## config.mk

```make
export PLATFORM = sky130hd
export DESIGN_NAME = clock_sweep_frame_replacer
export DESIGN_NICKNAME = d
export VERILOG_FILES = /design/src/csfr_pkg.sv /design/src/csfr_ctrl.sv /design/src/csfr_datapath.sv /design/src/clock_sweep_frame_replacer.sv
export SDC_FILE = /design/constraint.sdc
export NUM_CORES = 2
export LEC_CHECK = 0
export ABC_AREA = 1
export BUFFER_PORTS_ARGS = -buffer_cell sky130_fd_sc_hd__buf_2
export CAP_MARGIN = 30
export CORE_ASPECT_RATIO = 1.25
export CORE_MARGIN = 2
export CORE_UTILIZATION = 39
export DETAILED_ROUTE_END_ITERATION = 8
export HOLD_SLACK_MARGIN = 0.02
export MAX_ROUTING_LAYER = met4
export PLACE_DENSITY = 0.66
export SYNTH_ARGS = -nofsm -noshare
export SYNTH_HDL_FRONTEND = slang
export SYNTH_SLANG_ARGS = --single-unit
```

## constraint.sdc

```tcl
create_clock -name clock -period 29.5 [get_ports clock]
set_input_delay 1.475 -clock clock [delete_from_list [all_inputs] [get_ports clock]]
set_output_delay 1.475 -clock clock [all_outputs]
set_load 0.05 [all_outputs]
```

## src/csfr_pkg.sv

```systemverilog
`timescale 1ns / 1ps
`default_nettype none
package csfr_pkg;

   localparam int FRAMES_DEFAULT = 16;
   localparam int FIU_W = 5;
   localparam int CAP_W = 3;
   localparam int KEY_W = 32;
   localparam int DATA_W = 32;
   localparam int PIN_W = 8;
   localparam int CNT_W = 32;
   localparam int CSR_IDX_W = 1;
   localparam int CSR_DATA_W = 5;

   localparam logic [FIU_W-1:0] FRAMES_IN_USE_RESET = 5'd16;
   localparam logic [CAP_W-1:0] USAGE_CAP_RESET = 3'd5;
   localparam logic [PIN_W-1:0] PIN_MAX = 8'hFF;
   localparam logic [CNT_W-1:0] COUNT_MAX = 32'hFFFF_FFFF;

   typedef enum logic [CSR_IDX_W-1:0] {
      REG_FRAMES_IN_USE = 1'b0,
      REG_USAGE_CAP     = 1'b1
   } reg_index_type;

   typedef enum logic [1:0] {
      CMD_GET   = 2'd0,
      CMD_PUT   = 2'd1,
      CMD_UNPIN = 2'd2,
      CMD_RSVD  = 2'd3
   } cmd_type;

   typedef enum logic [2:0] {
      ST_HIT           = 3'd0,
      ST_MISS          = 3'd1,
      ST_REPINNED      = 3'd2,
      ST_LOADED_FREE   = 3'd3,
      ST_LOADED_EVICT  = 3'd4,
      ST_UNPINNED      = 3'd5,
      ST_IGNORED       = 3'd6,
      ST_ALL_PINNED    = 3'd7
   } status_type;

   typedef enum logic [2:0] {
      S_IDLE,
      S_SCAN_RD,
      S_SCAN_CHK,
      S_SWEEP_RD,
      S_SWEEP_CHK
   } state_type;

   typedef enum logic [3:0] {
      DP_NOP,
      DP_LOAD,
      DP_SCAN_RD,
      DP_SCAN_NEXT,
      DP_FOUND,
      DP_MISS,
      DP_FILL,
      DP_SWEEP_INIT,
      DP_SWEEP_RD,
      DP_SWEEP_DEC,
      DP_VICTIM,
      DP_ALL_PINNED
   } dp_cmd_type;

   typedef struct packed {
      logic rsp_busy;
      logic is_put;
      logic scan_end;
      logic match;
      logic room;
      logic sweep_end;
      logic pinned;
      logic used;
   } dp_status_type;

   typedef struct packed {
      logic [KEY_W-1:0]  key;
      logic [DATA_W-1:0] data;
      logic [CAP_W-1:0]  usage;
      logic [PIN_W-1:0]  pins;
   } frame_type;

endpackage
`default_nettype wire

```

## src/csfr_ctrl.sv

```systemverilog
`timescale 1ns / 1ps
`default_nettype none
module csfr_ctrl (
   input  wire logic                    clock,
   input  wire logic                    reset,
   input  wire logic                    req_valid,
   output logic                         req_ready,
   input  wire csfr_pkg::dp_status_type dp_status,
   output csfr_pkg::dp_cmd_type         dp_cmd
);

   csfr_pkg::state_type state_ff, state_in;

   always_ff @(posedge clock) begin
      if (reset) begin
         state_ff <= csfr_pkg::S_IDLE;
      end else begin
         state_ff <= state_in;
      end
   end

   always_comb begin
      state_in = state_ff;
      case (state_ff)
         csfr_pkg::S_IDLE: begin
            if (req_valid && !dp_status.rsp_busy) state_in = csfr_pkg::S_SCAN_RD;
         end
         csfr_pkg::S_SCAN_RD: begin
            if (!dp_status.scan_end) begin
               state_in = csfr_pkg::S_SCAN_CHK;
            end else if (dp_status.is_put && !dp_status.room) begin
               state_in = csfr_pkg::S_SWEEP_RD;
            end else begin
               state_in = csfr_pkg::S_IDLE;
            end
         end
         csfr_pkg::S_SCAN_CHK: begin
            state_in = dp_status.match ? csfr_pkg::S_IDLE : csfr_pkg::S_SCAN_RD;
         end
         csfr_pkg::S_SWEEP_RD: begin
            state_in = dp_status.sweep_end ? csfr_pkg::S_IDLE : csfr_pkg::S_SWEEP_CHK;
         end
         csfr_pkg::S_SWEEP_CHK: begin
            if (dp_status.pinned || dp_status.used) begin
               state_in = csfr_pkg::S_SWEEP_RD;
            end else begin
               state_in = csfr_pkg::S_IDLE;
            end
         end
         default: state_in = csfr_pkg::S_IDLE;
      endcase
   end

   always_comb begin
      req_ready = 1'b0;
      dp_cmd = csfr_pkg::DP_NOP;
      case (state_ff)
         csfr_pkg::S_IDLE: begin
            req_ready = !dp_status.rsp_busy;
            if (req_valid && !dp_status.rsp_busy) dp_cmd = csfr_pkg::DP_LOAD;
         end
         csfr_pkg::S_SCAN_RD: begin
            if (!dp_status.scan_end) begin
               dp_cmd = csfr_pkg::DP_SCAN_RD;
            end else if (dp_status.is_put && dp_status.room) begin
               dp_cmd = csfr_pkg::DP_FILL;
            end else if (dp_status.is_put) begin
               dp_cmd = csfr_pkg::DP_SWEEP_INIT;
            end else begin
               dp_cmd = csfr_pkg::DP_MISS;
            end
         end
         csfr_pkg::S_SCAN_CHK: begin
            dp_cmd = dp_status.match ? csfr_pkg::DP_FOUND : csfr_pkg::DP_SCAN_NEXT;
         end
         csfr_pkg::S_SWEEP_RD: begin
            dp_cmd = dp_status.sweep_end ? csfr_pkg::DP_ALL_PINNED : csfr_pkg::DP_SWEEP_RD;
         end
         csfr_pkg::S_SWEEP_CHK: begin
            if (dp_status.pinned) begin
               dp_cmd = csfr_pkg::DP_NOP;
            end else if (dp_status.used) begin
               dp_cmd = csfr_pkg::DP_SWEEP_DEC;
            end else begin
               dp_cmd = csfr_pkg::DP_VICTIM;
            end
         end
         default: dp_cmd = csfr_pkg::DP_NOP;
      endcase
   end

endmodule
`default_nettype wire

```

## src/csfr_datapath.sv

```systemverilog
`timescale 1ns / 1ps
`default_nettype none
module csfr_datapath #(
   parameter int FRAMES = csfr_pkg::FRAMES_DEFAULT
) (
   input  wire logic                              clock,
   input  wire logic                              reset,
   input  wire csfr_pkg::dp_cmd_type              dp_cmd,
   output csfr_pkg::dp_status_type                dp_status,
   input  wire logic                              csr_write_enable,
   input  wire logic [csfr_pkg::CSR_IDX_W-1:0]    csr_index,
   input  wire logic [csfr_pkg::CSR_DATA_W-1:0]   csr_write_data,
   input  wire logic [1:0]                        req_command,
   input  wire logic [csfr_pkg::KEY_W-1:0]        req_lookup_key,
   input  wire logic [csfr_pkg::DATA_W-1:0]       req_data_word,
   output logic                                   rsp_valid,
   input  wire logic                              rsp_ready,
   output logic [2:0]                             rsp_status,
   output logic [csfr_pkg::DATA_W-1:0]            rsp_data_out,
   output logic [$clog2(FRAMES)-1:0]              rsp_slot,
   output logic [csfr_pkg::KEY_W-1:0]             rsp_evicted_key,
   output logic [csfr_pkg::CAP_W-1:0]             rsp_usage_after,
   output logic [csfr_pkg::PIN_W-1:0]             rsp_pin_after,
   output logic [csfr_pkg::CNT_W-1:0]             rsp_hit_count,
   output logic [csfr_pkg::CNT_W-1:0]             rsp_miss_count
);

   localparam int SLOT_W = $clog2(FRAMES);
   localparam int FILL_W = $clog2(FRAMES + 1);
   localparam int BND_W = $clog2(8 * FRAMES + 2);

   csfr_pkg::frame_type mem [FRAMES];
   csfr_pkg::frame_type rd_ff;
   csfr_pkg::frame_type wdata;
   logic                we;
   logic [SLOT_W-1:0]   waddr;
   logic                re;
   logic [SLOT_W-1:0]   raddr;

   logic [csfr_pkg::FIU_W-1:0]  fiu_ff, fiu_in;
   logic [csfr_pkg::CAP_W-1:0]  cap_ff, cap_in;
   logic [1:0]                  cmd_ff, cmd_in;
   logic [csfr_pkg::KEY_W-1:0]  key_ff, key_in;
   logic [csfr_pkg::DATA_W-1:0] dat_ff, dat_in;
   logic [FILL_W-1:0]           idx_ff, idx_in;
   logic [FILL_W-1:0]           filled_ff, filled_in;
   logic [SLOT_W-1:0]           hand_ff, hand_in;
   logic [SLOT_W-1:0]           cur_ff, cur_in;
   logic [BND_W-1:0]            step_ff, step_in;
   logic [BND_W-1:0]            bound_ff, bound_in;
   logic [csfr_pkg::CNT_W-1:0]  hits_ff, hits_in;
   logic [csfr_pkg::CNT_W-1:0]  misses_ff, misses_in;

   logic                        rv_ff, rv_in;
   logic [2:0]                  st_ff, st_in;
   logic [csfr_pkg::DATA_W-1:0] dout_ff, dout_in;
   logic [SLOT_W-1:0]           slot_ff, slot_in;
   logic [csfr_pkg::KEY_W-1:0]  ekey_ff, ekey_in;
   logic [csfr_pkg::CAP_W-1:0]  use_ff, use_in;
   logic [csfr_pkg::PIN_W-1:0]  pin_ff, pin_in;

   logic [csfr_pkg::CAP_W-1:0]  cap_eff;
   logic [31:0]                 frames_eff;
   logic [csfr_pkg::CAP_W-1:0]  use_up;
   logic [csfr_pkg::PIN_W-1:0]  pin_up;
   logic [SLOT_W-1:0]           hand_start;

   always_ff @(posedge clock) begin
      if (we) mem[waddr] <= wdata;
      if (re) rd_ff <= mem[raddr];
   end

   always_comb begin
      cap_eff = (cap_ff == '0) ? csfr_pkg::CAP_W'(1) : cap_ff;
      if (fiu_ff == '0) begin
         frames_eff = 32'd1;
      end else if (32'(fiu_ff) > 32'(FRAMES)) begin
         frames_eff = 32'(FRAMES);
      end else begin
         frames_eff = 32'(fiu_ff);
      end
      use_up = (rd_ff.usage < cap_eff) ? rd_ff.usage + 1'b1 : rd_ff.usage;
      pin_up = (rd_ff.pins != csfr_pkg::PIN_MAX) ? rd_ff.pins + 1'b1 : rd_ff.pins;
      hand_start = (32'(hand_ff) >= 32'(filled_ff)) ? '0 : hand_ff;
   end

   always_comb begin
      dp_status.rsp_busy  = rv_ff;
      dp_status.is_put    = (cmd_ff == csfr_pkg::CMD_PUT);
      dp_status.scan_end  = (idx_ff >= filled_ff);
      dp_status.match     = (rd_ff.key == key_ff);
      dp_status.room      = (32'(filled_ff) < frames_eff);
      dp_status.sweep_end = (step_ff >= bound_ff) || (filled_ff == '0);
      dp_status.pinned    = (rd_ff.pins != '0);
      dp_status.used      = (rd_ff.usage != '0);
   end

   always_comb begin
      fiu_in = fiu_ff;
      cap_in = cap_ff;
      cmd_in = cmd_ff;
      key_in = key_ff;
      dat_in = dat_ff;
      idx_in = idx_ff;
      filled_in = filled_ff;
      hand_in = hand_ff;
      cur_in = cur_ff;
      step_in = step_ff;
      bound_in = bound_ff;
      hits_in = hits_ff;
      misses_in = misses_ff;
      rv_in = rv_ff && !rsp_ready;
      st_in = st_ff;
      dout_in = dout_ff;
      slot_in = slot_ff;
      ekey_in = ekey_ff;
      use_in = use_ff;
      pin_in = pin_ff;
      we = 1'b0;
      waddr = cur_ff;
      wdata = rd_ff;
      re = 1'b0;
      raddr = idx_ff[SLOT_W-1:0];

      if (csr_write_enable) begin
         case (csr_index)
            csfr_pkg::REG_FRAMES_IN_USE: fiu_in = csr_write_data[csfr_pkg::FIU_W-1:0];
            csfr_pkg::REG_USAGE_CAP:     cap_in = csr_write_data[csfr_pkg::CAP_W-1:0];
            default: ;
         endcase
      end

      case (dp_cmd)
         csfr_pkg::DP_LOAD: begin
            cmd_in = req_command;
            key_in = req_lookup_key;
            dat_in = req_data_word;
            idx_in = '0;
         end
         csfr_pkg::DP_SCAN_RD: begin
            re = 1'b1;
         end
         csfr_pkg::DP_SCAN_NEXT: begin
            idx_in = idx_ff + 1'b1;
         end
         csfr_pkg::DP_FOUND: begin
            rv_in = 1'b1;
            dout_in = '0;
            ekey_in = '0;
            slot_in = idx_ff[SLOT_W-1:0];
            waddr = idx_ff[SLOT_W-1:0];
            use_in = rd_ff.usage;
            pin_in = rd_ff.pins;
            st_in = csfr_pkg::ST_IGNORED;
            case (cmd_ff)
               csfr_pkg::CMD_GET: begin
                  we = 1'b1;
                  wdata.usage = use_up;
                  wdata.pins = pin_up;
                  use_in = use_up;
                  pin_in = pin_up;
                  dout_in = rd_ff.data;
                  st_in = csfr_pkg::ST_HIT;
                  if (hits_ff != csfr_pkg::COUNT_MAX) hits_in = hits_ff + 1'b1;
               end
               csfr_pkg::CMD_PUT: begin
                  we = 1'b1;
                  wdata.usage = use_up;
                  wdata.pins = pin_up;
                  wdata.data = dat_ff;
                  use_in = use_up;
                  pin_in = pin_up;
                  st_in = csfr_pkg::ST_REPINNED;
               end
               csfr_pkg::CMD_UNPIN: begin
                  if (rd_ff.pins != '0) begin
                     we = 1'b1;
                     wdata.pins = rd_ff.pins - 1'b1;
                     pin_in = rd_ff.pins - 1'b1;
                     st_in = csfr_pkg::ST_UNPINNED;
                  end
               end
               default: begin
                  slot_in = '0;
                  use_in = '0;
                  pin_in = '0;
               end
            endcase
         end
         csfr_pkg::DP_MISS: begin
            rv_in = 1'b1;
            dout_in = '0;
            ekey_in = '0;
            slot_in = '0;
            use_in = '0;
            pin_in = '0;
            if (cmd_ff == csfr_pkg::CMD_GET) begin
               st_in = csfr_pkg::ST_MISS;
               if (misses_ff != csfr_pkg::COUNT_MAX) misses_in = misses_ff + 1'b1;
            end else begin
               st_in = csfr_pkg::ST_IGNORED;
            end
         end
         csfr_pkg::DP_FILL: begin
            we = 1'b1;
            waddr = filled_ff[SLOT_W-1:0];
            wdata.key = key_ff;
            wdata.data = dat_ff;
            wdata.usage = csfr_pkg::CAP_W'(1);
            wdata.pins = csfr_pkg::PIN_W'(1);
            filled_in = filled_ff + 1'b1;
            rv_in = 1'b1;
            st_in = csfr_pkg::ST_LOADED_FREE;
            dout_in = '0;
            ekey_in = '0;
            slot_in = filled_ff[SLOT_W-1:0];
            use_in = csfr_pkg::CAP_W'(1);
            pin_in = csfr_pkg::PIN_W'(1);
         end
         csfr_pkg::DP_SWEEP_INIT: begin
            step_in = '0;
            bound_in = BND_W'((32'(cap_eff) + 32'd1) * 32'(filled_ff) + 32'd1);
            hand_in = hand_start;
         end
         csfr_pkg::DP_SWEEP_RD: begin
            re = 1'b1;
            raddr = hand_ff;
            cur_in = hand_ff;
            hand_in = (32'(hand_ff) + 32'd1 == 32'(filled_ff)) ? '0 : hand_ff + 1'b1;
            step_in = step_ff + 1'b1;
         end
         csfr_pkg::DP_SWEEP_DEC: begin
            we = 1'b1;
            wdata.usage = rd_ff.usage - 1'b1;
         end
         csfr_pkg::DP_VICTIM: begin
            we = 1'b1;
            wdata.key = key_ff;
            wdata.data = dat_ff;
            wdata.usage = csfr_pkg::CAP_W'(1);
            wdata.pins = csfr_pkg::PIN_W'(1);
            rv_in = 1'b1;
            st_in = csfr_pkg::ST_LOADED_EVICT;
            dout_in = '0;
            ekey_in = rd_ff.key;
            slot_in = cur_ff;
            use_in = csfr_pkg::CAP_W'(1);
            pin_in = csfr_pkg::PIN_W'(1);
         end
         csfr_pkg::DP_ALL_PINNED: begin
            rv_in = 1'b1;
            st_in = csfr_pkg::ST_ALL_PINNED;
            dout_in = '0;
            ekey_in = '0;
            slot_in = '0;
            use_in = '0;
            pin_in = '0;
         end
         default: ;
      endcase
   end

   always_ff @(posedge clock) begin
      if (reset) begin
         fiu_ff <= csfr_pkg::FRAMES_IN_USE_RESET;
         cap_ff <= csfr_pkg::USAGE_CAP_RESET;
         filled_ff <= '0;
         hand_ff <= '0;
         hits_ff <= '0;
         misses_ff <= '0;
         rv_ff <= 1'b0;
         idx_ff <= '0;
         step_ff <= '0;
         bound_ff <= '0;
      end else begin
         fiu_ff <= fiu_in;
         cap_ff <= cap_in;
         filled_ff <= filled_in;
         hand_ff <= hand_in;
         hits_ff <= hits_in;
         misses_ff <= misses_in;
         rv_ff <= rv_in;
         idx_ff <= idx_in;
         step_ff <= step_in;
         bound_ff <= bound_in;
      end
   end

   always_ff @(posedge clock) begin
      cmd_ff <= cmd_in;
      key_ff <= key_in;
      dat_ff <= dat_in;
      cur_ff <= cur_in;
      st_ff <= st_in;
      dout_ff <= dout_in;
      slot_ff <= slot_in;
      ekey_ff <= ekey_in;
      use_ff <= use_in;
      pin_ff <= pin_in;
   end

   assign rsp_valid = rv_ff;
   assign rsp_status = st_ff;
   assign rsp_data_out = dout_ff;
   assign rsp_slot = slot_ff;
   assign rsp_evicted_key = ekey_ff;
   assign rsp_usage_after = use_ff;
   assign rsp_pin_after = pin_ff;
   assign rsp_hit_count = hits_ff;
   assign rsp_miss_count = misses_ff;

endmodule
`default_nettype wire

```

## src/clock_sweep_frame_replacer.sv

```systemverilog
`timescale 1ns / 1ps
`default_nettype none
// Frame pool with clock-sweep replacement, one item at a time. The frames sit in a single-port
// memory, so each frame visited is first read and then examined. A command scans the filled
// frames in order from slot zero until it finds its key; a miss, a free fill or a command on
// an uncached key scans them all. A put that has to evict then sweeps from the clock hand,
// reading and examining each frame, and reports all-pinned when the sweep runs out. The sweep
// visits at most (usage_cap + 1) * filled frames + 1 frames, a usage cap of zero counting as
// one. A new item can be taken in the cycle after the previous result has been accepted.
// There is no clearing pass after reset.
module clock_sweep_frame_replacer #(
   parameter int FRAMES = csfr_pkg::FRAMES_DEFAULT
) (
   input  wire logic                              clock,
   input  wire logic                              reset,
   input  wire logic                              csr_write_enable,
   input  wire logic [csfr_pkg::CSR_IDX_W-1:0]    csr_index,
   input  wire logic [csfr_pkg::CSR_DATA_W-1:0]   csr_write_data,
   input  wire logic                              req_valid,
   output logic                                   req_ready,
   input  wire logic [1:0]                        req_command,
   input  wire logic [csfr_pkg::KEY_W-1:0]        req_lookup_key,
   input  wire logic [csfr_pkg::DATA_W-1:0]       req_data_word,
   output logic                                   rsp_valid,
   input  wire logic                              rsp_ready,
   output logic [2:0]                             rsp_status,
   output logic [csfr_pkg::DATA_W-1:0]            rsp_data_out,
   output logic [$clog2(FRAMES)-1:0]              rsp_slot,
   output logic [csfr_pkg::KEY_W-1:0]             rsp_evicted_key,
   output logic [csfr_pkg::CAP_W-1:0]             rsp_usage_after,
   output logic [csfr_pkg::PIN_W-1:0]             rsp_pin_after,
   output logic [csfr_pkg::CNT_W-1:0]             rsp_hit_count,
   output logic [csfr_pkg::CNT_W-1:0]             rsp_miss_count
);

   csfr_pkg::dp_cmd_type    dp_cmd;
   csfr_pkg::dp_status_type dp_status;

   csfr_ctrl u_ctrl (
      .clock     (clock),
      .reset     (reset),
      .req_valid (req_valid),
      .req_ready (req_ready),
      .dp_status (dp_status),
      .dp_cmd    (dp_cmd)
   );

   csfr_datapath #(
      .FRAMES (FRAMES)
   ) u_datapath (
      .clock            (clock),
      .reset            (reset),
      .dp_cmd           (dp_cmd),
      .dp_status        (dp_status),
      .csr_write_enable (csr_write_enable),
      .csr_index        (csr_index),
      .csr_write_data   (csr_write_data),
      .req_command      (req_command),
      .req_lookup_key   (req_lookup_key),
      .req_data_word    (req_data_word),
      .rsp_valid        (rsp_valid),
      .rsp_ready        (rsp_ready),
      .rsp_status       (rsp_status),
      .rsp_data_out     (rsp_data_out),
      .rsp_slot         (rsp_slot),
      .rsp_evicted_key  (rsp_evicted_key),
      .rsp_usage_after  (rsp_usage_after),
      .rsp_pin_after    (rsp_pin_after),
      .rsp_hit_count    (rsp_hit_count),
      .rsp_miss_count   (rsp_miss_count)
   );

   a_accept_when_empty: assert property (@(posedge clock) disable iff (reset)
      (req_valid && req_ready) |-> !rsp_valid)
      else $error("item accepted while a result is pending");

   a_all_pinned_zero: assert property (@(posedge clock) disable iff (reset)
      (rsp_valid && rsp_status == csfr_pkg::ST_ALL_PINNED) |->
         (rsp_slot == '0 && rsp_pin_after == '0 && rsp_usage_after == '0))
      else $error("all-pinned result carries frame fields");

   a_loaded_fresh: assert property (@(posedge clock) disable iff (reset)
      (rsp_valid && (rsp_status == csfr_pkg::ST_LOADED_FREE ||
                     rsp_status == csfr_pkg::ST_LOADED_EVICT)) |->
         (rsp_pin_after == 8'd1 && rsp_usage_after == 3'd1))
      else $error("loaded frame does not start with one pin and usage one");

endmodule
`default_nettype wire
```

==> impl_metrics.csv <==
group,metric,value,unit
synth,ys_warn_count,0,
final_layout,seqCellArea,45000,um^2
global_routing,grt_usage,20.7,%
setup_path,end_kind,"flip-flop",
final_layout,area_delta_synth_final,13.9,%
floorplanning,die_x,367,um
clock_tree,path_clk_slew,0.06,ns
routing,via_per_inst,5.47,
floorplanning,dieArea,168000,um^2
routing,drt_iter0_drc,4577,
routing,wl_per_cell,22.1,um
hold_path,hp-start,"u_datapath.bound_ff[7]$_SDFFE_PP0N_",
timing,setup_viol,0,
floorplanning,start_util,39.3,%
routing,wl,173000,um
final_layout,most-common-layout-cells,"1427 x edfxtp_1, 740 x o21ai_0, 516 x nand2_1, 443 x nor2_1, 433 x inv_1",
synth,yosysUniqueCellTypes,57,
placement,dpl.hpwl,95900,um
clock_tree,cts_buffer_depth,3,
setup_path,startpoint,"u_datapath.key_ff[7]$_DFFE_PP_",
clock_tree,ctsHoldBuffers,0,
floorplanning,core.rowCount,166,
routing,ant_nets,0,
final_layout,mostFrequentLayoutCell,"edfxtp_1",
power_and_ir_drop,powerDensity,61.2,nW/um^2
setup_path,r2r-start,"u_datapath.key_ff[7]$_DFFE_PP_",
final_layout,final_net_count,5645,
hold_path,worstHoldPathType,"reg -> reg",
timing,slew_violations,0,
global_routing,antenna_found_initial,8,
routing,dr_total_vias,42800,
synth,synth_area,64300,um^2
synth,syn-num-nets,5441,
final_layout,drive_gt1_share,11.8,%
floorplanning,core,164000,um^2
synth,ys.flop_type,"edfxtp_1",
synth,async_flop_share,0,%
power_and_ir_drop,p_leak,25.7,nW
clock_tree,cts.sinks,1533,
clock_tree,cts-root-buf,"clkbuf_16",
global_routing,overflow,0,
setup_path,start_kind,"flip-flop",
synth,syn_inst,5310,
clock_tree,postCtsSetupBuffers,0,
flow_run,maxCapViolCount,0,
placement,port_buffers,224,
clock_tree,cts_max_level,4,
clock_tree,numCtsBuffers,156,
synth,synth_edf_count,1427,
timing,fin_crit,5.88,ns
timing,hold_violations,0,
timing,clock_skew,0.0568,ns
power_and_ir_drop,finalPower,0.00448,W
synth,syn_avg_cell_area,12.1,um^2
timing,tns,0,ns
global_routing,grt_first_pass_wirelength,259000,um
global_routing,grt_pass1_vias,41500,
timing,fmax,0.170,GHz
floorplanning,die_height,458,um
timing,timing.slew.headroom,20.2,%
synth,synth_seq_area_share,69.9,%
global_routing,grt_max_degree,219,
final_layout,multi_input_area,16300,um^2
synth,ys_seq_elements,1533,
timing,worst_pin_slew,1.20,ns
clock_tree,cts_tree,"built",
routing,drcViolationCount,0,
final_layout,nFillCells,14800,
timing,grt_setup_unrepaired,"no",
outcome,outcome,"finished clean",
clock_tree,clock_latency,0.82,ns
clock_tree,postCtsResizedCells,0,
setup_path,crit_fanout,52,
setup_path,crit_required,29.90,ns
placement,gp_congestion,0.910,
routing,drt-pass1-iter-count,5,
final_layout,fin_area,73200,um^2
power_and_ir_drop,vdd_ir_drop_max,0.0536,mV
placement,place_area,68100,um^2
timing,layout_worst_path_cycle_share,19.9,%
setup_path,arrival,6.27,ns
setup_path,criticalPathCategory,"reg -> reg",
floorplanning,pin_count,225,
## synthesized netlist by cell type (all sizes together) (2+ instances only)
cell | n | area (um^2)
or2 | 3 | 18.8
xor2 | 39 | 342
nor4 | 14 | 93.8
edfxtp | 1427 | 42900
nor3b | 2 | 15.0
dfxtp | 106 | 2120
nand3 | 292 | 1500
nand3b | 2 | 15.0
o21ai | 917 | 4610
inv | 456 | 1720
nor3 | 38 | 216
nand4 | 31 | 230
o21bai | 168 | 1260
a211oi | 2 | 15.0
xnor2 | 34 | 298
clkbuf | 143 | 547
fa | 6 | 120
a21oi | 110 | 551
o22ai | 6 | 37.5
clkinv | 2 | 7.51
o21a | 4 | 30.0
buf | 164 | 963
nor2 | 466 | 1800
a31oi | 7 | 43.8
o211ai | 291 | 2240
nand2 | 523 | 1980
ha | 48 | 601
## logic make-up (layout without fill, tap and decap cells)
group                      after synthesis  in the layout  synth area share [%]
buffers and inverters                  765           1097                  5.03
other                                    0              1                     0
AOI/OAI and AO/OA                     1513           1513                  13.8
and+or+nand+nor                       1372           1372                  9.14
xor gates and xnor gates                73             73                 0.994
DFF                                   1533           1533                  69.9
adders and majority gates               54             54                  1.12
## state kept, by name, summed over array words and instances, names as in the netlist, 4 cells and up
| signal | cells |
|---|---|
| u_datapath.mem | 1200 |
| u_datapath.rd_ff | 75 |
| u_datapath.dat_ff | 32 |
| u_datapath.key_ff | 32 |
| u_datapath.rsp_data_out | 32 |
| u_datapath.rsp_evicted_key | 32 |
| u_datapath.rsp_hit_count | 32 |
| u_datapath.rsp_miss_count | 32 |
| u_datapath.bound_ff | 8 |
| u_datapath.rsp_pin_after | 8 |
| u_datapath.step_ff | 8 |
| u_datapath.filled_ff | 5 |
| u_datapath.fiu_ff | 5 |
| u_datapath.idx_ff | 5 |
| u_datapath.cur_ff | 4 |
| u_datapath.hand_ff | 4 |
| u_datapath.rsp_slot | 4 |
## worst max-delay path, stage by stage (launching register included)
cell	delay, ns
edfxtp_1	0.41
xnor2_1	0.19
nand2_1	0.09
nor2_1	0.27
nand2_1	0.17
nor2_1	0.34
nand3_1	0.13
buf_4	0.23
nand2_2	0.17
nand4_4	0.27
nand2_4	0.68
inv_1	0.16
nand3_1	0.20
nand3_1	0.34
nor2_4	0.85
buf_4	0.89
## layer usage
metal	vias to the layer above	track usage, %	part of all wire, %
met4	0	6.51	2.8
li1	19600	-	-
met3	307	2.84	6.3
met2	1629	34.1	49
met1	21300	26.5	42
met5	-	-	0
## where the power goes
group	switching [W]	leakage, nW	internal, W	total [W]
logic	0.0000994	9.54	0.0000264	0.000126
clock network	0.000872	2.46	0.00109	0.00196
registers	0.0000119	13.7	0.00238	0.00239
total	0.000983	25.7	0.00350	0.00448
## per-stage QoR
| stage | hold slack [ns] | cells | utilization (%) | setup slack [ns] |
|---|---|---|---|---|
| final | 0.463 | 7827 | 44.7 | 23.62 |
| after global placement | 0.448 | 7494 | 41.2 | 23.34 |
| after floorplan | 0.435 | 5310 | - | 19.18 |
| after detailed placement | 0.456 | 7531 | 41.6 | 23.46 |
| after CTS | 0.464 | 7817 | 44.7 | 23.58 |
| after global routing | 0.487 | 7827 | 44.7 | 23.32 |
## layout make-up
class	instances	area share, %
Timing Repair Buffer	353	3.28
Clock buffer	183	5.53
Sequential cell	1533	61.4
Antenna cell	1	0.00342
Clock inverter	103	1.44
Inverter	458	2.39
Multi-Input combinational cell	3012	22.2
Tap cell	2184	3.73
## final timing paths
kind | endpoint | slack [ns] | depth (start not counted)
max reg2reg | u_datapath.mem[3][41]$_DFFE_PP_ | 23.62 | 15
max | u_datapath.mem[3][41]$_DFFE_PP_ | 23.62 | 15
min | u_datapath.bound_ff[7]$_SDFFE_PP0N_ | 0.46 | 2
min reg2reg | u_datapath.bound_ff[7]$_SDFFE_PP0N_ | 0.46 | 2
Note: power is estimated with default switching activity, not from simulation.
